<file path="src/sv/ectc_pkg.sv">
// ----------------------------------------------------------------------------
// ectc_pkg: shared types and constants for the trace counter
// Field widths, micro-op encoding, command/status bundles and the micro-op ROM.
// ----------------------------------------------------------------------------
package ectc_pkg;

  localparam int FIELD_W     = 11;
  localparam int TRACE_W     = 13;
  localparam int EXP_W       = FIELD_W - 1;
  localparam int EBIT_W      = $clog2(EXP_W);
  localparam int CNT_W       = $clog2(FIELD_W);
  localparam int MAX_PRIME   = 2048;
  localparam int PRIME_RESET = 5;
  localparam int PRIME_MIN   = 3;
  localparam int PC_W        = 6;

  localparam logic [PC_W-1:0] SETUP_LAST = PC_W'(36);
  localparam logic [PC_W-1:0] FX_BASE    = PC_W'(37);
  localparam logic [PC_W-1:0] FX_LAST    = PC_W'(47);

  localparam logic [FIELD_W-1:0] K1  = FIELD_W'(1);
  localparam logic [FIELD_W-1:0] K2  = FIELD_W'(2);
  localparam logic [FIELD_W-1:0] K4  = FIELD_W'(4);
  localparam logic [FIELD_W-1:0] K8  = FIELD_W'(8);
  localparam logic [FIELD_W-1:0] K9  = FIELD_W'(9);
  localparam logic [FIELD_W-1:0] K27 = FIELD_W'(27);

  typedef logic [FIELD_W-1:0] fe_t;

  typedef struct packed {
    fe_t coef_a1;
    fe_t coef_a2;
    fe_t coef_a3;
    fe_t coef_a4;
    fe_t coef_a6;
  } in_t;

  typedef struct packed {
    logic signed [TRACE_W-1:0] frobenius_trace;
    logic                      good_reduction;
  } out_t;

  typedef enum logic [1:0] {
    OP_MUL,
    OP_ADD,
    OP_SUB
  } op_t;

  typedef enum logic [4:0] {
    S_ZERO, S_K1, S_K2, S_K4, S_K8, S_K9, S_K27,
    S_A1, S_A2, S_A3, S_A4, S_A6,
    S_B2, S_B4, S_B6, S_B8, S_D,
    S_T0, S_T1, S_X, S_F, S_R
  } src_t;

  typedef enum logic [3:0] {
    ST_IDLE,
    ST_SETUP_ISSUE,
    ST_SETUP_WAIT,
    ST_FX_ISSUE,
    ST_FX_WAIT,
    ST_SQ_ISSUE,
    ST_SQ_WAIT,
    ST_PM_ISSUE,
    ST_PM_WAIT,
    ST_ACC,
    ST_DONE
  } state_t;

  // For OP_MUL, sa is the bit-serial operand (may be unreduced), sb must be < p.
  typedef struct packed {
    op_t  op;
    src_t dst;
    src_t sa;
    src_t sb;
  } uop_t;

  typedef struct packed {
    logic              load;
    logic              start;
    uop_t              uop;
    logic              acc;
    logic              inc_x;
    logic [EBIT_W-1:0] ebit;
  } cmd_t;

  typedef struct packed {
    logic op_idle;
    logic mod_bad;
    logic f_zero;
    logic x_last;
    logic exp_bit;
  } stat_t;

  // Setup: reduce coefficients, then b2/b4/b6/b8 and the discriminant.
  // Per x: f(x) = (a1*x+a3)^2 + 4*(((x+a2)*x+a4)*x+a6), then R = 1.
  function automatic uop_t rom(logic [PC_W-1:0] pc);
    uop_t u;
    unique case (pc)
      6'd0:    u = '{OP_MUL, S_A1, S_A1, S_K1};
      6'd1:    u = '{OP_MUL, S_A2, S_A2, S_K1};
      6'd2:    u = '{OP_MUL, S_A3, S_A3, S_K1};
      6'd3:    u = '{OP_MUL, S_A4, S_A4, S_K1};
      6'd4:    u = '{OP_MUL, S_A6, S_A6, S_K1};
      6'd5:    u = '{OP_MUL, S_T0, S_A1, S_A1};
      6'd6:    u = '{OP_MUL, S_T1, S_K4, S_A2};
      6'd7:    u = '{OP_ADD, S_B2, S_T0, S_T1};
      6'd8:    u = '{OP_MUL, S_T0, S_A1, S_A3};
      6'd9:    u = '{OP_MUL, S_T1, S_K2, S_A4};
      6'd10:   u = '{OP_ADD, S_B4, S_T0, S_T1};
      6'd11:   u = '{OP_MUL, S_T0, S_A3, S_A3};
      6'd12:   u = '{OP_MUL, S_T1, S_K4, S_A6};
      6'd13:   u = '{OP_ADD, S_B6, S_T0, S_T1};
      6'd14:   u = '{OP_MUL, S_T0, S_B2, S_A6};
      6'd15:   u = '{OP_MUL, S_T1, S_A1, S_A3};
      6'd16:   u = '{OP_MUL, S_T1, S_T1, S_A4};
      6'd17:   u = '{OP_SUB, S_T0, S_T0, S_T1};
      6'd18:   u = '{OP_MUL, S_T1, S_A3, S_A3};
      6'd19:   u = '{OP_MUL, S_T1, S_A2, S_T1};
      6'd20:   u = '{OP_ADD, S_T0, S_T0, S_T1};
      6'd21:   u = '{OP_MUL, S_T1, S_A4, S_A4};
      6'd22:   u = '{OP_SUB, S_B8, S_T0, S_T1};
      6'd23:   u = '{OP_MUL, S_T0, S_B2, S_B2};
      6'd24:   u = '{OP_MUL, S_T0, S_T0, S_B8};
      6'd25:   u = '{OP_SUB, S_D,  S_ZERO, S_T0};
      6'd26:   u = '{OP_MUL, S_T1, S_B4, S_B4};
      6'd27:   u = '{OP_MUL, S_T1, S_T1, S_B4};
      6'd28:   u = '{OP_MUL, S_T1, S_K8, S_T1};
      6'd29:   u = '{OP_SUB, S_D,  S_D,  S_T1};
      6'd30:   u = '{OP_MUL, S_T1, S_B6, S_B6};
      6'd31:   u = '{OP_MUL, S_T1, S_K27, S_T1};
      6'd32:   u = '{OP_SUB, S_D,  S_D,  S_T1};
      6'd33:   u = '{OP_MUL, S_T1, S_B2, S_B4};
      6'd34:   u = '{OP_MUL, S_T1, S_T1, S_B6};
      6'd35:   u = '{OP_MUL, S_T1, S_K9, S_T1};
      6'd36:   u = '{OP_ADD, S_D,  S_D,  S_T1};
      6'd37:   u = '{OP_MUL, S_T0, S_A1, S_X};
      6'd38:   u = '{OP_ADD, S_T0, S_T0, S_A3};
      6'd39:   u = '{OP_MUL, S_T0, S_T0, S_T0};
      6'd40:   u = '{OP_ADD, S_T1, S_X,  S_A2};
      6'd41:   u = '{OP_MUL, S_T1, S_T1, S_X};
      6'd42:   u = '{OP_ADD, S_T1, S_T1, S_A4};
      6'd43:   u = '{OP_MUL, S_T1, S_T1, S_X};
      6'd44:   u = '{OP_ADD, S_T1, S_T1, S_A6};
      6'd45:   u = '{OP_MUL, S_T1, S_K4, S_T1};
      6'd46:   u = '{OP_ADD, S_F,  S_T0, S_T1};
      6'd47:   u = '{OP_ADD, S_R,  S_K1, S_ZERO};
      default: u = '{OP_ADD, S_ZERO, S_ZERO, S_ZERO};
    endcase
    return u;
  endfunction

endpackage

</file>
<file path="src/sv/elliptic_curve_trace_counter_top.sv">
// ----------------------------------------------------------------------------
// elliptic_curve_trace_counter_top: Frobenius trace and reduction check
// Counts points of one Weierstrass curve mod p by summing quadratic characters.
// ----------------------------------------------------------------------------
// Usage:
//  - Input: drive in_data with a1,a2,a3,a4,a6 and pulse start; the
//    transaction is taken on a clock edge with start high and busy low.
//  - busy stays high until the result is out; one curve at a time.
//  - Output: out_valid is high for exactly one cycle with out_data
//    (trace, good_reduction). The receiver cannot stall; capture it then.
//  - Config: cfg_valid/cfg_data write the modulus p (cfg_ready is always
//    high). Write only while busy is low. Reset value of p is 5.
//  - Timing: multiplies go through one bit-serial mod-p multiplier;
//    ADD/SUB use a combinational ALU. Setup reduces the coefficients
//    and forms b2/b4/b6/b8 and the discriminant. Each x skips the Euler
//    power when f(x)=0, else squares once per bit of (p-1)/2 and
//    multiplies by f once per set bit.
//  - Unsupported p (below 3 or above the max) returns 0/0.
//  - Reset (rst_n low, synchronous) returns the sequencer to idle.
// ----------------------------------------------------------------------------
module elliptic_curve_trace_counter_top (
  input  logic             clk,
  input  logic             rst_n,
  input  logic             start,
  output logic             busy,
  input  ectc_pkg::in_t    in_data,
  output logic             out_valid,
  output ectc_pkg::out_t   out_data,
  input  logic             cfg_valid,
  output logic             cfg_ready,
  input  ectc_pkg::fe_t    cfg_data
);

  ectc_pkg::cmd_t  cmd;
  ectc_pkg::stat_t stat;

  // modulus register is always writable
  assign cfg_ready = 1'b1;

  ectc_ctrl u_ctrl (
    .clk       (clk),
    .rst_n     (rst_n),
    .start     (start),
    .stat      (stat),
    .cmd       (cmd),
    .busy      (busy),
    .out_valid (out_valid)
  );

  ectc_datapath u_dp (
    .clk       (clk),
    .rst_n     (rst_n),
    .cfg_we    (cfg_valid && cfg_ready),
    .cfg_value (cfg_data),
    .in_data   (in_data),
    .cmd       (cmd),
    .stat      (stat),
    .out_data  (out_data)
  );

  // result strobe lasts a single cycle
  a_strobe_single: assert property (@(posedge clk) disable iff (!rst_n)
    out_valid |=> !out_valid)
    else $error("out_valid held longer than one cycle");

  // accepted transaction makes the block busy
  a_accept_busy: assert property (@(posedge clk) disable iff (!rst_n)
    (start && !busy) |=> busy)
    else $error("busy not raised after accept");

  // result only while a transaction is in flight
  a_valid_busy: assert property (@(posedge clk) disable iff (!rst_n)
    out_valid |-> busy)
    else $error("out_valid while idle");

  // no micro-op is issued while a multiply is still running
  a_no_overlap: assert property (@(posedge clk) disable iff (!rst_n)
    cmd.start |-> stat.op_idle)
    else $error("micro-op issued while multiplier busy");

endmodule

</file>
<file path="src/sv/ectc_modmul.sv">
// ----------------------------------------------------------------------------
// ectc_modmul: bit-serial modular multiplier
// Interleaved shift-add, one bit of a per cycle, MSB first; b must be below m.
// ----------------------------------------------------------------------------
module ectc_modmul (
  input  logic             clk,
  input  logic             rst_n,
  input  logic             start,
  input  ectc_pkg::fe_t    a,
  input  ectc_pkg::fe_t    b,
  input  ectc_pkg::fe_t    m,
  output logic             busy,
  output logic             done,
  output ectc_pkg::fe_t    result
);

  localparam int W = ectc_pkg::FIELD_W;

  logic                         busy_r;
  logic [ectc_pkg::CNT_W-1:0]   cnt_r;
  ectc_pkg::fe_t                a_r;
  ectc_pkg::fe_t                b_r;
  ectc_pkg::fe_t                acc_r;
  ectc_pkg::fe_t                acc_nxt;
  logic [W+1:0]                 sum;
  logic [W+1:0]                 m1;
  logic [W+1:0]                 m2;

  // acc < m, so 2*acc + b < 3m: at most two subtractions
  always_comb begin
    m1  = {2'b00, m};
    m2  = {1'b0, m, 1'b0};
    sum = {1'b0, acc_r, 1'b0} + (a_r[cnt_r] ? {2'b00, b_r} : '0);
    if (sum >= m2) begin
      acc_nxt = W'(sum - m2);
    end else if (sum >= m1) begin
      acc_nxt = W'(sum - m1);
    end else begin
      acc_nxt = W'(sum);
    end
  end

  always_ff @(posedge clk) begin
    if (!rst_n) begin
      busy_r <= 1'b0;
      cnt_r  <= '0;
    end else if (start) begin
      busy_r <= 1'b1;
      cnt_r  <= ectc_pkg::CNT_W'(W - 1);
    end else if (busy_r) begin
      if (cnt_r == '0) begin
        busy_r <= 1'b0;
      end else begin
        cnt_r <= cnt_r - 1'b1;
      end
    end
  end

  always_ff @(posedge clk) begin
    if (start) begin
      a_r   <= a;
      b_r   <= b;
      acc_r <= '0;
    end else if (busy_r) begin
      acc_r <= acc_nxt;
    end
  end

  assign busy   = busy_r;
  assign done   = busy_r && (cnt_r == '0);
  assign result = acc_nxt;

endmodule

</file>
<file path="src/sv/ectc_datapath.sv">
// ----------------------------------------------------------------------------
// ectc_datapath: operand registers, modular ALU and character accumulator
// Executes micro-ops from the controller; holds the modulus register.
// ----------------------------------------------------------------------------
module ectc_datapath (
  input  logic             clk,
  input  logic             rst_n,
  input  logic             cfg_we,
  input  ectc_pkg::fe_t    cfg_value,
  input  ectc_pkg::in_t    in_data,
  input  ectc_pkg::cmd_t   cmd,
  output ectc_pkg::stat_t  stat,
  output ectc_pkg::out_t   out_data
);

  localparam int W = ectc_pkg::FIELD_W;

  ectc_pkg::fe_t prime_r;
  ectc_pkg::fe_t a1_r, a2_r, a3_r, a4_r, a6_r;
  ectc_pkg::fe_t b2_r, b4_r, b6_r, b8_r, d_r;
  ectc_pkg::fe_t t0_r, t1_r, x_r, f_r, r_r;
  logic signed [ectc_pkg::TRACE_W-1:0] sum_r;
  logic          bad_r;

  ectc_pkg::fe_t va, vb, alu_res, mul_res, pm1;
  ectc_pkg::src_t dst_r;
  logic [W:0]    add_s, sub_s, m_ext;
  logic          mul_busy, mul_done, mod_bad;
  logic [ectc_pkg::EXP_W-1:0] half;

  function automatic ectc_pkg::fe_t pick(
    input ectc_pkg::src_t s,
    input ectc_pkg::fe_t  ra1, ra2, ra3, ra4, ra6,
    input ectc_pkg::fe_t  rb2, rb4, rb6, rb8, rd,
    input ectc_pkg::fe_t  rt0, rt1, rx, rf, rr
  );
    ectc_pkg::fe_t v;
    unique case (s)
      ectc_pkg::S_ZERO: v = '0;
      ectc_pkg::S_K1:   v = ectc_pkg::K1;
      ectc_pkg::S_K2:   v = ectc_pkg::K2;
      ectc_pkg::S_K4:   v = ectc_pkg::K4;
      ectc_pkg::S_K8:   v = ectc_pkg::K8;
      ectc_pkg::S_K9:   v = ectc_pkg::K9;
      ectc_pkg::S_K27:  v = ectc_pkg::K27;
      ectc_pkg::S_A1:   v = ra1;
      ectc_pkg::S_A2:   v = ra2;
      ectc_pkg::S_A3:   v = ra3;
      ectc_pkg::S_A4:   v = ra4;
      ectc_pkg::S_A6:   v = ra6;
      ectc_pkg::S_B2:   v = rb2;
      ectc_pkg::S_B4:   v = rb4;
      ectc_pkg::S_B6:   v = rb6;
      ectc_pkg::S_B8:   v = rb8;
      ectc_pkg::S_D:    v = rd;
      ectc_pkg::S_T0:   v = rt0;
      ectc_pkg::S_T1:   v = rt1;
      ectc_pkg::S_X:    v = rx;
      ectc_pkg::S_F:    v = rf;
      ectc_pkg::S_R:    v = rr;
      default:          v = '0;
    endcase
    return v;
  endfunction

  assign va = pick(cmd.uop.sa, a1_r, a2_r, a3_r, a4_r, a6_r, b2_r, b4_r, b6_r, b8_r,
                   d_r, t0_r, t1_r, x_r, f_r, r_r);
  assign vb = pick(cmd.uop.sb, a1_r, a2_r, a3_r, a4_r, a6_r, b2_r, b4_r, b6_r, b8_r,
                   d_r, t0_r, t1_r, x_r, f_r, r_r);

  // both operands reduced for add/sub
  always_comb begin
    m_ext = {1'b0, prime_r};
    add_s = {1'b0, va} + {1'b0, vb};
    sub_s = {1'b0, va} + m_ext - {1'b0, vb};
    unique case (cmd.uop.op)
      ectc_pkg::OP_ADD: alu_res = (add_s >= m_ext) ? W'(add_s - m_ext) : W'(add_s);
      ectc_pkg::OP_SUB: alu_res = (va >= vb) ? (va - vb) : W'(sub_s);
      default:          alu_res = '0;
    endcase
  end

  ectc_modmul u_mul (
    .clk    (clk),
    .rst_n  (rst_n),
    .start  (cmd.start && (cmd.uop.op == ectc_pkg::OP_MUL)),
    .a      (va),
    .b      (vb),
    .m      (prime_r),
    .busy   (mul_busy),
    .done   (mul_done),
    .result (mul_res)
  );

  logic          wr_en;
  ectc_pkg::src_t wr_dst;
  ectc_pkg::fe_t wr_val;

  always_comb begin
    wr_en  = 1'b0;
    wr_dst = dst_r;
    wr_val = mul_res;
    if (mul_done) begin
      wr_en = 1'b1;
    end else if (cmd.start && (cmd.uop.op != ectc_pkg::OP_MUL)) begin
      wr_en  = 1'b1;
      wr_dst = cmd.uop.dst;
      wr_val = alu_res;
    end
  end

  always_ff @(posedge clk) begin
    if (!rst_n) begin
      prime_r <= W'(ectc_pkg::PRIME_RESET);
    end else if (cfg_we) begin
      prime_r <= cfg_value;
    end
  end

  always_ff @(posedge clk) begin
    if (cmd.start) begin
      dst_r <= cmd.uop.dst;
    end
    if (cmd.load) begin
      a1_r  <= in_data.coef_a1;
      a2_r  <= in_data.coef_a2;
      a3_r  <= in_data.coef_a3;
      a4_r  <= in_data.coef_a4;
      a6_r  <= in_data.coef_a6;
      x_r   <= '0;
      sum_r <= '0;
      bad_r <= mod_bad;
    end else begin
      if (wr_en) begin
        unique case (wr_dst)
          ectc_pkg::S_A1: a1_r <= wr_val;
          ectc_pkg::S_A2: a2_r <= wr_val;
          ectc_pkg::S_A3: a3_r <= wr_val;
          ectc_pkg::S_A4: a4_r <= wr_val;
          ectc_pkg::S_A6: a6_r <= wr_val;
          ectc_pkg::S_B2: b2_r <= wr_val;
          ectc_pkg::S_B4: b4_r <= wr_val;
          ectc_pkg::S_B6: b6_r <= wr_val;
          ectc_pkg::S_B8: b8_r <= wr_val;
          ectc_pkg::S_D:  d_r  <= wr_val;
          ectc_pkg::S_T0: t0_r <= wr_val;
          ectc_pkg::S_T1: t1_r <= wr_val;
          ectc_pkg::S_F:  f_r  <= wr_val;
          ectc_pkg::S_R:  r_r  <= wr_val;
          default: ;
        endcase
      end
      if (cmd.inc_x) begin
        x_r <= x_r + 1'b1;
      end
      if (cmd.acc && (f_r != '0)) begin
        sum_r <= (r_r == ectc_pkg::K1) ? sum_r + ectc_pkg::TRACE_W'(1) :
                                         sum_r - ectc_pkg::TRACE_W'(1);
      end
    end
  end

  assign mod_bad = (prime_r < W'(ectc_pkg::PRIME_MIN)) ||
                   (32'(prime_r) > ectc_pkg::MAX_PRIME);
  assign pm1     = prime_r - 1'b1;
  assign half    = pm1[W-1:1];

  assign stat.op_idle = !mul_busy;
  assign stat.mod_bad = mod_bad;
  assign stat.f_zero  = (f_r == '0);
  assign stat.x_last  = (x_r == pm1);
  assign stat.exp_bit = half[cmd.ebit];

  assign out_data.frobenius_trace = bad_r ? '0 : -sum_r;
  assign out_data.good_reduction  = !bad_r && (d_r != '0);

endmodule

</file>
<file path="src/sv/ectc_ctrl.sv">
// ----------------------------------------------------------------------------
// ectc_ctrl: sequencer for the trace counter
// Walks the micro-op ROM, the per-x loop and the MSB-first Euler power.
// ----------------------------------------------------------------------------
module ectc_ctrl (
  input  logic             clk,
  input  logic             rst_n,
  input  logic             start,
  input  ectc_pkg::stat_t  stat,
  output ectc_pkg::cmd_t   cmd,
  output logic             busy,
  output logic             out_valid
);

  localparam int PW = ectc_pkg::PC_W;
  localparam int EW = ectc_pkg::EBIT_W;

  ectc_pkg::state_t state_r, state_nxt;
  logic [PW-1:0]    pc_r, pc_nxt;
  logic [EW-1:0]    bit_r, bit_nxt;

  always_ff @(posedge clk) begin
    if (!rst_n) begin
      state_r <= ectc_pkg::ST_IDLE;
      pc_r    <= '0;
      bit_r   <= '0;
    end else begin
      state_r <= state_nxt;
      pc_r    <= pc_nxt;
      bit_r   <= bit_nxt;
    end
  end

  always_comb begin
    state_nxt      = state_r;
    pc_nxt         = pc_r;
    bit_nxt        = bit_r;
    cmd.load       = 1'b0;
    cmd.start      = 1'b0;
    cmd.uop        = ectc_pkg::rom(pc_r);
    cmd.acc        = 1'b0;
    cmd.inc_x      = 1'b0;
    cmd.ebit       = bit_r;
    busy           = (state_r != ectc_pkg::ST_IDLE);
    out_valid      = 1'b0;

    unique case (state_r)
      ectc_pkg::ST_IDLE: begin
        if (start) begin
          cmd.load  = 1'b1;
          pc_nxt    = '0;
          state_nxt = stat.mod_bad ? ectc_pkg::ST_DONE : ectc_pkg::ST_SETUP_ISSUE;
        end
      end
      ectc_pkg::ST_SETUP_ISSUE: begin
        cmd.start = 1'b1;
        state_nxt = ectc_pkg::ST_SETUP_WAIT;
      end
      ectc_pkg::ST_SETUP_WAIT: begin
        if (stat.op_idle) begin
          if (pc_r == ectc_pkg::SETUP_LAST) begin
            pc_nxt = ectc_pkg::FX_BASE;
          end else begin
            pc_nxt = pc_r + 1'b1;
          end
          state_nxt = (pc_r == ectc_pkg::SETUP_LAST) ? ectc_pkg::ST_FX_ISSUE :
                                                     ectc_pkg::ST_SETUP_ISSUE;
        end
      end
      ectc_pkg::ST_FX_ISSUE: begin
        cmd.start = 1'b1;
        state_nxt = ectc_pkg::ST_FX_WAIT;
      end
      ectc_pkg::ST_FX_WAIT: begin
        if (stat.op_idle) begin
          if (pc_r == ectc_pkg::FX_LAST) begin
            bit_nxt   = EW'(ectc_pkg::EXP_W - 1);
            state_nxt = stat.f_zero ? ectc_pkg::ST_ACC : ectc_pkg::ST_SQ_ISSUE;
          end else begin
            pc_nxt    = pc_r + 1'b1;
            state_nxt = ectc_pkg::ST_FX_ISSUE;
          end
        end
      end
      ectc_pkg::ST_SQ_ISSUE: begin
        cmd.uop   = '{ectc_pkg::OP_MUL, ectc_pkg::S_R, ectc_pkg::S_R, ectc_pkg::S_R};
        cmd.start = 1'b1;
        state_nxt = ectc_pkg::ST_SQ_WAIT;
      end
      ectc_pkg::ST_SQ_WAIT, ectc_pkg::ST_PM_WAIT: begin
        if (stat.op_idle) begin
          if ((state_r == ectc_pkg::ST_SQ_WAIT) && stat.exp_bit) begin
            state_nxt = ectc_pkg::ST_PM_ISSUE;
          end else if (bit_r == '0) begin
            state_nxt = ectc_pkg::ST_ACC;
          end else begin
            bit_nxt   = bit_r - 1'b1;
            state_nxt = ectc_pkg::ST_SQ_ISSUE;
          end
        end
      end
      ectc_pkg::ST_PM_ISSUE: begin
        cmd.uop   = '{ectc_pkg::OP_MUL, ectc_pkg::S_R, ectc_pkg::S_R, ectc_pkg::S_F};
        cmd.start = 1'b1;
        state_nxt = ectc_pkg::ST_PM_WAIT;
      end
      ectc_pkg::ST_ACC: begin
        cmd.acc = 1'b1;
        if (stat.x_last) begin
          state_nxt = ectc_pkg::ST_DONE;
        end else begin
          cmd.inc_x = 1'b1;
          pc_nxt    = ectc_pkg::FX_BASE;
          state_nxt = ectc_pkg::ST_FX_ISSUE;
        end
      end
      ectc_pkg::ST_DONE: begin
        out_valid = 1'b1;
        state_nxt = ectc_pkg::ST_IDLE;
      end
      default: begin
        state_nxt = ectc_pkg::ST_IDLE;
      end
    endcase
  end

endmodule

</file>
<file path="config.mk">
export PLATFORM = sky130hd
export DESIGN_NAME = elliptic_curve_trace_counter_top
export DESIGN_NICKNAME = d
export VERILOG_FILES = /design/src/sv/ectc_pkg.sv /design/src/sv/elliptic_curve_trace_counter_top.sv /design/src/sv/ectc_modmul.sv /design/src/sv/ectc_datapath.sv /design/src/sv/ectc_ctrl.sv
export SDC_FILE = /design/constraint.sdc
export NUM_CORES = 1
export LEC_CHECK = 0
export BUFFER_PORTS_ARGS = -buffer_cell sky130_fd_sc_hd__buf_2
export CORE_UTILIZATION = 57
export CTS_CLUSTER_SIZE = 20
export DETAILED_ROUTE_END_ITERATION = 8
export PLACE_DENSITY_LB_ADDON = 0.15
export SLEW_MARGIN = 10
export SYNTH_ARGS = -nofsm -noshare
export SYNTH_HDL_FRONTEND = slang
export SYNTH_SLANG_ARGS = --single-unit
</file>
<file path="constraint.sdc">
create_clock -name clk -period 7.46 [get_ports clk]
set_input_delay 0.746 -clock clk [delete_from_list [all_inputs] [get_ports clk]]
set_output_delay 0.746 -clock clk [all_outputs]
set_load 0.02 [all_outputs]
</file>
==> flow_summary.ini, run 1 <==
[global_routing]
antenna_found_initial = 0
grt.total_usage_pct = 39.5
grt-ovfl-total = 0
grt_first_pass_wirelength_um = 101000
grt_start_max_net_pins = 72
number_of_global_route_vias_before_repair = 16800

[clock_network]
cts_hold_buffers = 0
cts_made_buffers = 30
tritoncts_clock_tree = yes
clock_sinks = 264
worst_skew_pair_later_pin_latency_ns = 0.59
cts_root_buffer = sky130_fd_sc_hd__clkbuf_16
cts_max_level = 1
ctsLongestPathBuffers = 3
clock_slew_at_reported_path_ffs_ns = 0.06

[synth]
yosysUniqueCellTypes = 94
syn-num-nets = 2324
ys_async_sr_fraction_pct = 0
ys.warnings.count = 0
postSynthCellCount = 2125
synth_flop_cell = sky130_fd_sc_hd__edfxtp_1
yosysSeqAreaShare_pct = 36.9
post_synth_main_area_contributors = sky130_fd_sc_hd__edfxtp_1 (28%), sky130_fd_sc_hd__dfxtp_1 (8.5%), sky130_fd_sc_hd__ha_1 (7.3%)
ys_seq_elements = 264
syn_avg_cell_area_um2 = 9.05
synth_enable_flop_cells = 182
synth_top_cell_by_area = sky130_fd_sc_hd__edfxtp_1
netlist.area_leader.share_pct = 28.4
mappedNetlistArea_mm2 = 0.0192

[worst_setup_path]
cp_class = reg -> reg
timing.critical_path.from_type = register
ff2ff_path_depth = 24
reg2reg_to = u_dp.t0_r[8]
cp_endpoint_kind = register
critPathArrivalTime_ns = 7.52
internal_reg_to_reg_setup_slack_ns = 0.22
critPathRequiredTime_ns = 7.74
worstPathMaxFanout = 15

[placed_design]
gp_congestion = 1.11
preCtsSetupSlack_ns = -0.0713
detailed_place_hpwl_um = 52600
detailed_place.area_mm2 = 0.0203
numPortBuffers = 85

[sta]
worst_pin_slew_ns = 1.23
min_period_over_period_pct = 97.1
rsz0062_at_grt = no
max_freq_ghz = 0.138
fin_worst_skew_ns = 0.0272
drv_slew = 0
relSlewSlack_pct = 17.0
hold_viol_final = 0
finalSetupTns_ns = 0
finalSetupViolCount = 0
fin_ws_ns = 0.217
final_critical_path_time_including_i_o_delays_and_setup_ns = 7.24

[route]
antenna_left = 0
mean_routed_wirelength_per_cell_um = 25.7
post-route-drc-count = 0
vias = 18200
dr.first_iter.drc_count = 2537
drt-vias-per-instance = 6.83
drt_wl_total_um = 68400
detailed_routing_iterations_pass_1 = 8

[floorplanning]
die_area_mm2 = 0.0345
std_cell_rows = 66
top_level_ports = 87
die-width_um = 186
start_util_pct = 58.5
die_height_um = 186
core_area_mm2 = 0.0329

[cells_and_area]
area.growth.synth_to_final_pct = 10.7
finish.instance_area_mm2 = 0.0213
finalNetCount = 2393
antenna_cells_inserted = 0
largest-register = u_dp.sum_r
mostFrequentLayoutCell = sky130_fd_sc_hd__nor2_1
largest_reg_flops = 13
drive_gt1_share_pct = 11.3
most_frequent_cells_in_the_layout = sky130_fd_sc_hd__nor2_1 (193), sky130_fd_sc_hd__edfxtp_1 (182), sky130_fd_sc_hd__nand2_1 (170), sky130_fd_sc_hd__a21oi_1 (123), sky130_fd_sc_hd__inv_1 (115)

[outcome]
result_of_the_run = finished clean

[worst_hold_path]
min_to = u_dp.prime_r[0]
hold_path_class = in -> reg
timing.hold.worst_path_depth = 3
hold_start = cfg_data[0]

[flow_run]
cap_viol_max_count = 0
routing by layer:
metal | vias up | GRT usage (%) | routed length (um)
met1 | 8660 | 53.4 | 27500
met2 | 1169 | 61.8 | 30200
li1 | 8076 | - | -
met5 | - | 0 | 0
met3 | 250 | 6.67 | 7090
met4 | 0 | 18.1 | 3590
critical path, cell delays in order, from the launching register on:
cell and delay [ns]:
sky130_fd_sc_hd__dfxtp_1 0.54, sky130_fd_sc_hd__nor2b_1 0.30, sky130_fd_sc_hd__nand3_1 0.10, sky130_fd_sc_hd__nand2_1 0.40, sky130_fd_sc_hd__a22oi_1 0.50, sky130_fd_sc_hd__nand3_1 0.12, sky130_fd_sc_hd__a211oi_1 0.38, sky130_fd_sc_hd__inv_1 0.15
sky130_fd_sc_hd__ha_1 0.26, sky130_fd_sc_hd__fa_1 0.41, sky130_fd_sc_hd__nand2b_1 0.09, sky130_fd_sc_hd__a21oi_1 0.09, sky130_fd_sc_hd__o31ai_1 0.39, sky130_fd_sc_hd__buf_4 0.19, sky130_fd_sc_hd__a21o_1 0.14, sky130_fd_sc_hd__xnor2_1 0.17
sky130_fd_sc_hd__ha_1 0.35, sky130_fd_sc_hd__a211o_1 0.30, sky130_fd_sc_hd__or3b_2 0.45, sky130_fd_sc_hd__a221o_1 0.47, sky130_fd_sc_hd__buf_4 0.22, sky130_fd_sc_hd__mux2i_1 0.13, sky130_fd_sc_hd__o22ai_1 0.24, sky130_fd_sc_hd__nand2_1 0.08
sky130_fd_sc_hd__o21ai_1 0.44
per-stage QoR:
step / util (%) / instances / hold slack, ns
final: 64.8 / 2660 / 0.393
after global routing: 64.8 / 2660 / 0.416
after CTS: 64.7 / 2660 / 0.377
after detailed placement: 61.7 / 2604 / 0.476
after global placement: 61.7 / 2604 / 0.472
after floorplan: - / 2125 / 0.455
worst max path at each step:
stage / cells after the start / endpoint / slack [ns]
final: 24 / u_dp.t0_r[8] / 0.22
after global routing: 27 / u_dp.a1_r[5] / 0.05
after CTS: 25 / u_dp.b2_r[2] / 0.02
after detailed placement: 25 / u_dp.r_r[3] / -0.07
after global placement: 28 / u_dp.a3_r[3] / 0.09
after floorplan: 26 / u_dp.a1_r[8] / 0.41
synthesized netlist by cell type, drive strengths merged, types with 14 or more instances:
master    n
a221oi   14
or3      18
a211oi   20
nor2    196
xnor2    62
clkbuf   86
o21ai   106
ha      112
nand2   171
nand3    67
inv     115
nand4    21
dfxtp    82
nor4     19
a22oi    77
xor2     36
and2     29
a21o     29
a222oi   16
a21oi   123
nor2b    35
and3     18
o211ai   31
a22o     16
o21a     52
fa       17
a31oi    20
nor3     50
edfxtp  182
mux2i    49
buf      28
mux2     18
nand2b   24
area by class of cell:
| cell class | instances | area, um2 |
|---|---|---|
| Clock buffer | 39 | 847 |
| Multi-Input combinational cell | 1629 | 11300 |
| Clock inverter | 17 | 136 |
| Tap cell | 442 | 553 |
| Sequential cell | 264 | 7110 |
| Timing Repair Buffer | 151 | 933 |
| Inverter | 118 | 457 |
| Fill cell | 2749 | 11600 |
cell families after synthesis:
kind of cell    Yosys count  share of synthesized area, %
fa+ha+maj               129                          9.05
buf+inv                 232                          4.90
other cells               1                        0.0195
mux                      69                          3.84
xor+xnor                100                          4.70
compound gates          632                          22.8
simple gates            698                          17.7
flops                   264                          36.9
what timing repair did:
action                                  CTS  global route
setup buffers                             0             0
gates resized for setup                   3            10
endpoints found under the setup margin   21           140
pin swaps                                 0             0
Power of run 1 is not shown: default switching activity piles up to over one toggle a cycle in this logic, so the estimate is an artifact.
==> run 2, diff against run 1 <==
--- a/config.mk
+++ b/config.mk
@@ -5,10 +5,10 @@
 export SDC_FILE = /design/constraint.sdc
 export NUM_CORES = 1
 export LEC_CHECK = 0
-export BUFFER_PORTS_ARGS = -buffer_cell sky130_fd_sc_hd__buf_2
-export CORE_UTILIZATION = 57
+export CORE_UTILIZATION = 65
 export CTS_CLUSTER_SIZE = 20
 export DETAILED_ROUTE_END_ITERATION = 8
+export DONT_BUFFER_PORTS = 1
 export PLACE_DENSITY_LB_ADDON = 0.15
 export SLEW_MARGIN = 10
 export SYNTH_ARGS = -nofsm -noshare
==> constraint.sdc (replaced) <==
create_clock -name clk -period 7.6 [get_ports clk]
set_input_delay 0.76 -clock clk [delete_from_list [all_inputs] [get_ports clk]]
set_output_delay 0.76 -clock clk [all_outputs]
set_load 0.02 [all_outputs]
==> run 2 against run 1 <==
The run now ends with DRC left. Cell area decreased by 2.8%. Via count increased by 0.50%. Maximum frequency decreased by 1.5%. First-iteration DRC count increased by 13%. Non-clock buffer count decreased by 87. Sequential share of layout area increased by 0.97 points. Clock skew increased by 0.0031 ns. Critical endpoint is now u_dp.b2_r[3].
==> flow_summary.ini, run 2 (same netlist as run 1, synthesis figures left out) <==
[sta]
fin_ws_ns = 0.246
fin_worst_skew_ns = 0.0303
worst_pin_slew_ns = 1.22
finalHoldWorstSlack_ns = 0.319
hold_viol_final = 0
drv_slew = 0
max_freq_ghz = 0.136
relSlewSlack_pct = 18.7
final_critical_path_time_including_i_o_delays_and_setup_ns = 7.35
min_period_over_period_pct = 96.8
finalSetupViolCount = 0

[route]
post-route-drc-count = 8
drt-vias-per-instance = 7.26
drt_wl_total_um = 67700
vias = 18200
mean_routed_wirelength_per_cell_um = 27.0
detailed_routing_iterations_pass_1 = 9
dr.first_iter.drc_count = 2864
antenna_left = 0

[clock_network]
cts_hold_buffers = 0
tritoncts_clock_tree = yes
ctsLongestPathBuffers = 3
cts_made_buffers = 28
cts_max_level = 1
clock_slew_at_reported_path_ffs_ns = 0.06
cts_root_buffer = sky130_fd_sc_hd__clkbuf_16
clock_sinks = 264
worst_skew_pair_later_pin_latency_ns = 0.58

[global_routing]
grt_first_pass_wirelength_um = 101000
antenna_found_initial = 3
grt_start_max_net_pins = 74
grt-ovfl-total = 0
grt.total_usage_pct = 43.9
number_of_global_route_vias_before_repair = 17200

[worst_setup_path]
timing.critical_path.from_type = register
internal_reg_to_reg_setup_slack_ns = 0.25
worstPathMaxFanout = 12
reg2reg_to = u_dp.b2_r[3]
critPathRequiredTime_ns = 7.82
cp_endpoint_kind = register
ff2ff_path_depth = 25
cp_class = reg -> reg
critPathArrivalTime_ns = 7.58

[outcome]
violated_checks = DRC
result_of_the_run = complete, but fails checks

[floorplanning]
die_area_mm2 = 0.0303
std_cell_rows = 62
die_height_um = 174
die-width_um = 174
start_util_pct = 66.5
core_area_mm2 = 0.0289
top_level_ports = 87

[cells_and_area]
most_frequent_cells_in_the_layout = sky130_fd_sc_hd__nor2_1 (194), sky130_fd_sc_hd__edfxtp_1 (182), sky130_fd_sc_hd__nand2_1 (171), sky130_fd_sc_hd__a21oi_1 (121), sky130_fd_sc_hd__inv_1 (114)
largest_reg_flops = 13
area.growth.synth_to_final_pct = 7.55
drive_gt1_share_pct = 7.76
largest-register = u_dp.sum_r
finalNetCount = 2304
stdcell_count = 2513
finish.instance_area_mm2 = 0.0207
mostFrequentLayoutCell = sky130_fd_sc_hd__nor2_1

[flow_run]
cap_viol_max_count = 0

[worst_hold_path]
min_to = u_dp.prime_r[0]
timing.hold.worst_path_depth = 1
hold_start = cfg_valid
hold_path_class = in -> reg

[placed_design]
preCtsSetupSlack_ns = -0.141
placedCellCount = 2457
gp_congestion = 1.07
detailed_place_hpwl_um = 51600
detailed_place.area_mm2 = 0.0197
numPortBuffers = 0
## run 2: cell types whose count changed in the layout (fill, tap and decap cells not counted), sizes merged
cell,delta
buf,-87
bufinv,+1
clkbuf,-10
clkinv,+1
clkinvlp,+3
diode,+2
inv,+1
## run 2: cell type report
| cell class | instances | area [um2] |
|---|---|---|
| clock inverter | 23 | 198 |
| sequential | 264 | 7110 |
| multi-input combinational | 1629 | 11300 |
| inverter | 118 | 457 |
| clock buffer | 29 | 704 |
| timing repair buffer | 64 | 480 |
| tap | 384 | 480 |
| antenna | 2 | 5.00 |
| fill | 2178 | 8250 |
## run 2: layer usage
metal / share of wire [%] / track usage [%] / wire (um)
met4: 5.6 / 22.6 / 3800
met3: 13 / 11.2 / 8820
met1: 38 / 57.4 / 25500
met5: 0 / 0 / 0
met2: 44 / 67.2 / 29600
## run 2: how the worst max path moves through the flow
stage	start	end	slack, ns	depth (start not counted)
6_report	register	u_dp.b2_r[3]	0.25	25
5_1_grt	u_ctrl.state_r[2]	u_dp.a6_r[4]	-0.006	27
4_1_cts	register	u_dp.r_r[2]	0.21	26
3_5_place_dp	u_ctrl.state_r[2]	u_dp.t1_r[4]	-0.14	27
3_3_place_gp	u_ctrl.state_r[2]	u_dp.b2_r[3]	0.14	26
2_1_floorplan	u_ctrl.state_r[2]	u_dp.a1_r[8]	0.55	26
## run 2: repair_timing
item,in CTS,in global routing
buffers inserted,0,2
gates resized for setup,4,10
pin swaps,0,2
endpoints found under the setup margin,35,80
## run 2: critical path: stages, from the launching register on
cell	delay (ns)
sky130_fd_sc_hd__dfxtp_1	0.45
sky130_fd_sc_hd__buf_4	0.28
sky130_fd_sc_hd__nor2b_1	0.20
sky130_fd_sc_hd__nand3_1	0.12
sky130_fd_sc_hd__nand2_1	0.33
sky130_fd_sc_hd__a22oi_1	0.42
sky130_fd_sc_hd__nand3_1	0.12
sky130_fd_sc_hd__a211oi_1	0.41
sky130_fd_sc_hd__inv_1	0.22
sky130_fd_sc_hd__ha_1	0.28
sky130_fd_sc_hd__fa_1	0.41
sky130_fd_sc_hd__nand2b_1	0.09
sky130_fd_sc_hd__a21oi_1	0.09
sky130_fd_sc_hd__o31ai_1	0.28
sky130_fd_sc_hd__nor2b_1	0.20
sky130_fd_sc_hd__xor2_1	0.21
sky130_fd_sc_hd__ha_1	0.30
sky130_fd_sc_hd__o21ai_0	0.12
sky130_fd_sc_hd__nand2b_1	0.12
sky130_fd_sc_hd__nand3_1	0.09
sky130_fd_sc_hd__a21oi_1	0.06
sky130_fd_sc_hd__or3b_2	0.48
sky130_fd_sc_hd__a221o_1	0.49
sky130_fd_sc_hd__mux2i_1	0.18
sky130_fd_sc_hd__o22a_1	0.21
sky130_fd_sc_hd__o21ai_1	0.80
## run 2: stage by stage
step / setup TNS [ns] / util, %
after floorplan: 0 / -
after global placement: 0 / 68.2
after detailed placement: -2.55 / 68.2
after CTS: 0 / 71.3
after global routing: -0.0100 / 71.5
final: 0 / 71.5
Power of run 2 is left out for the same reason.
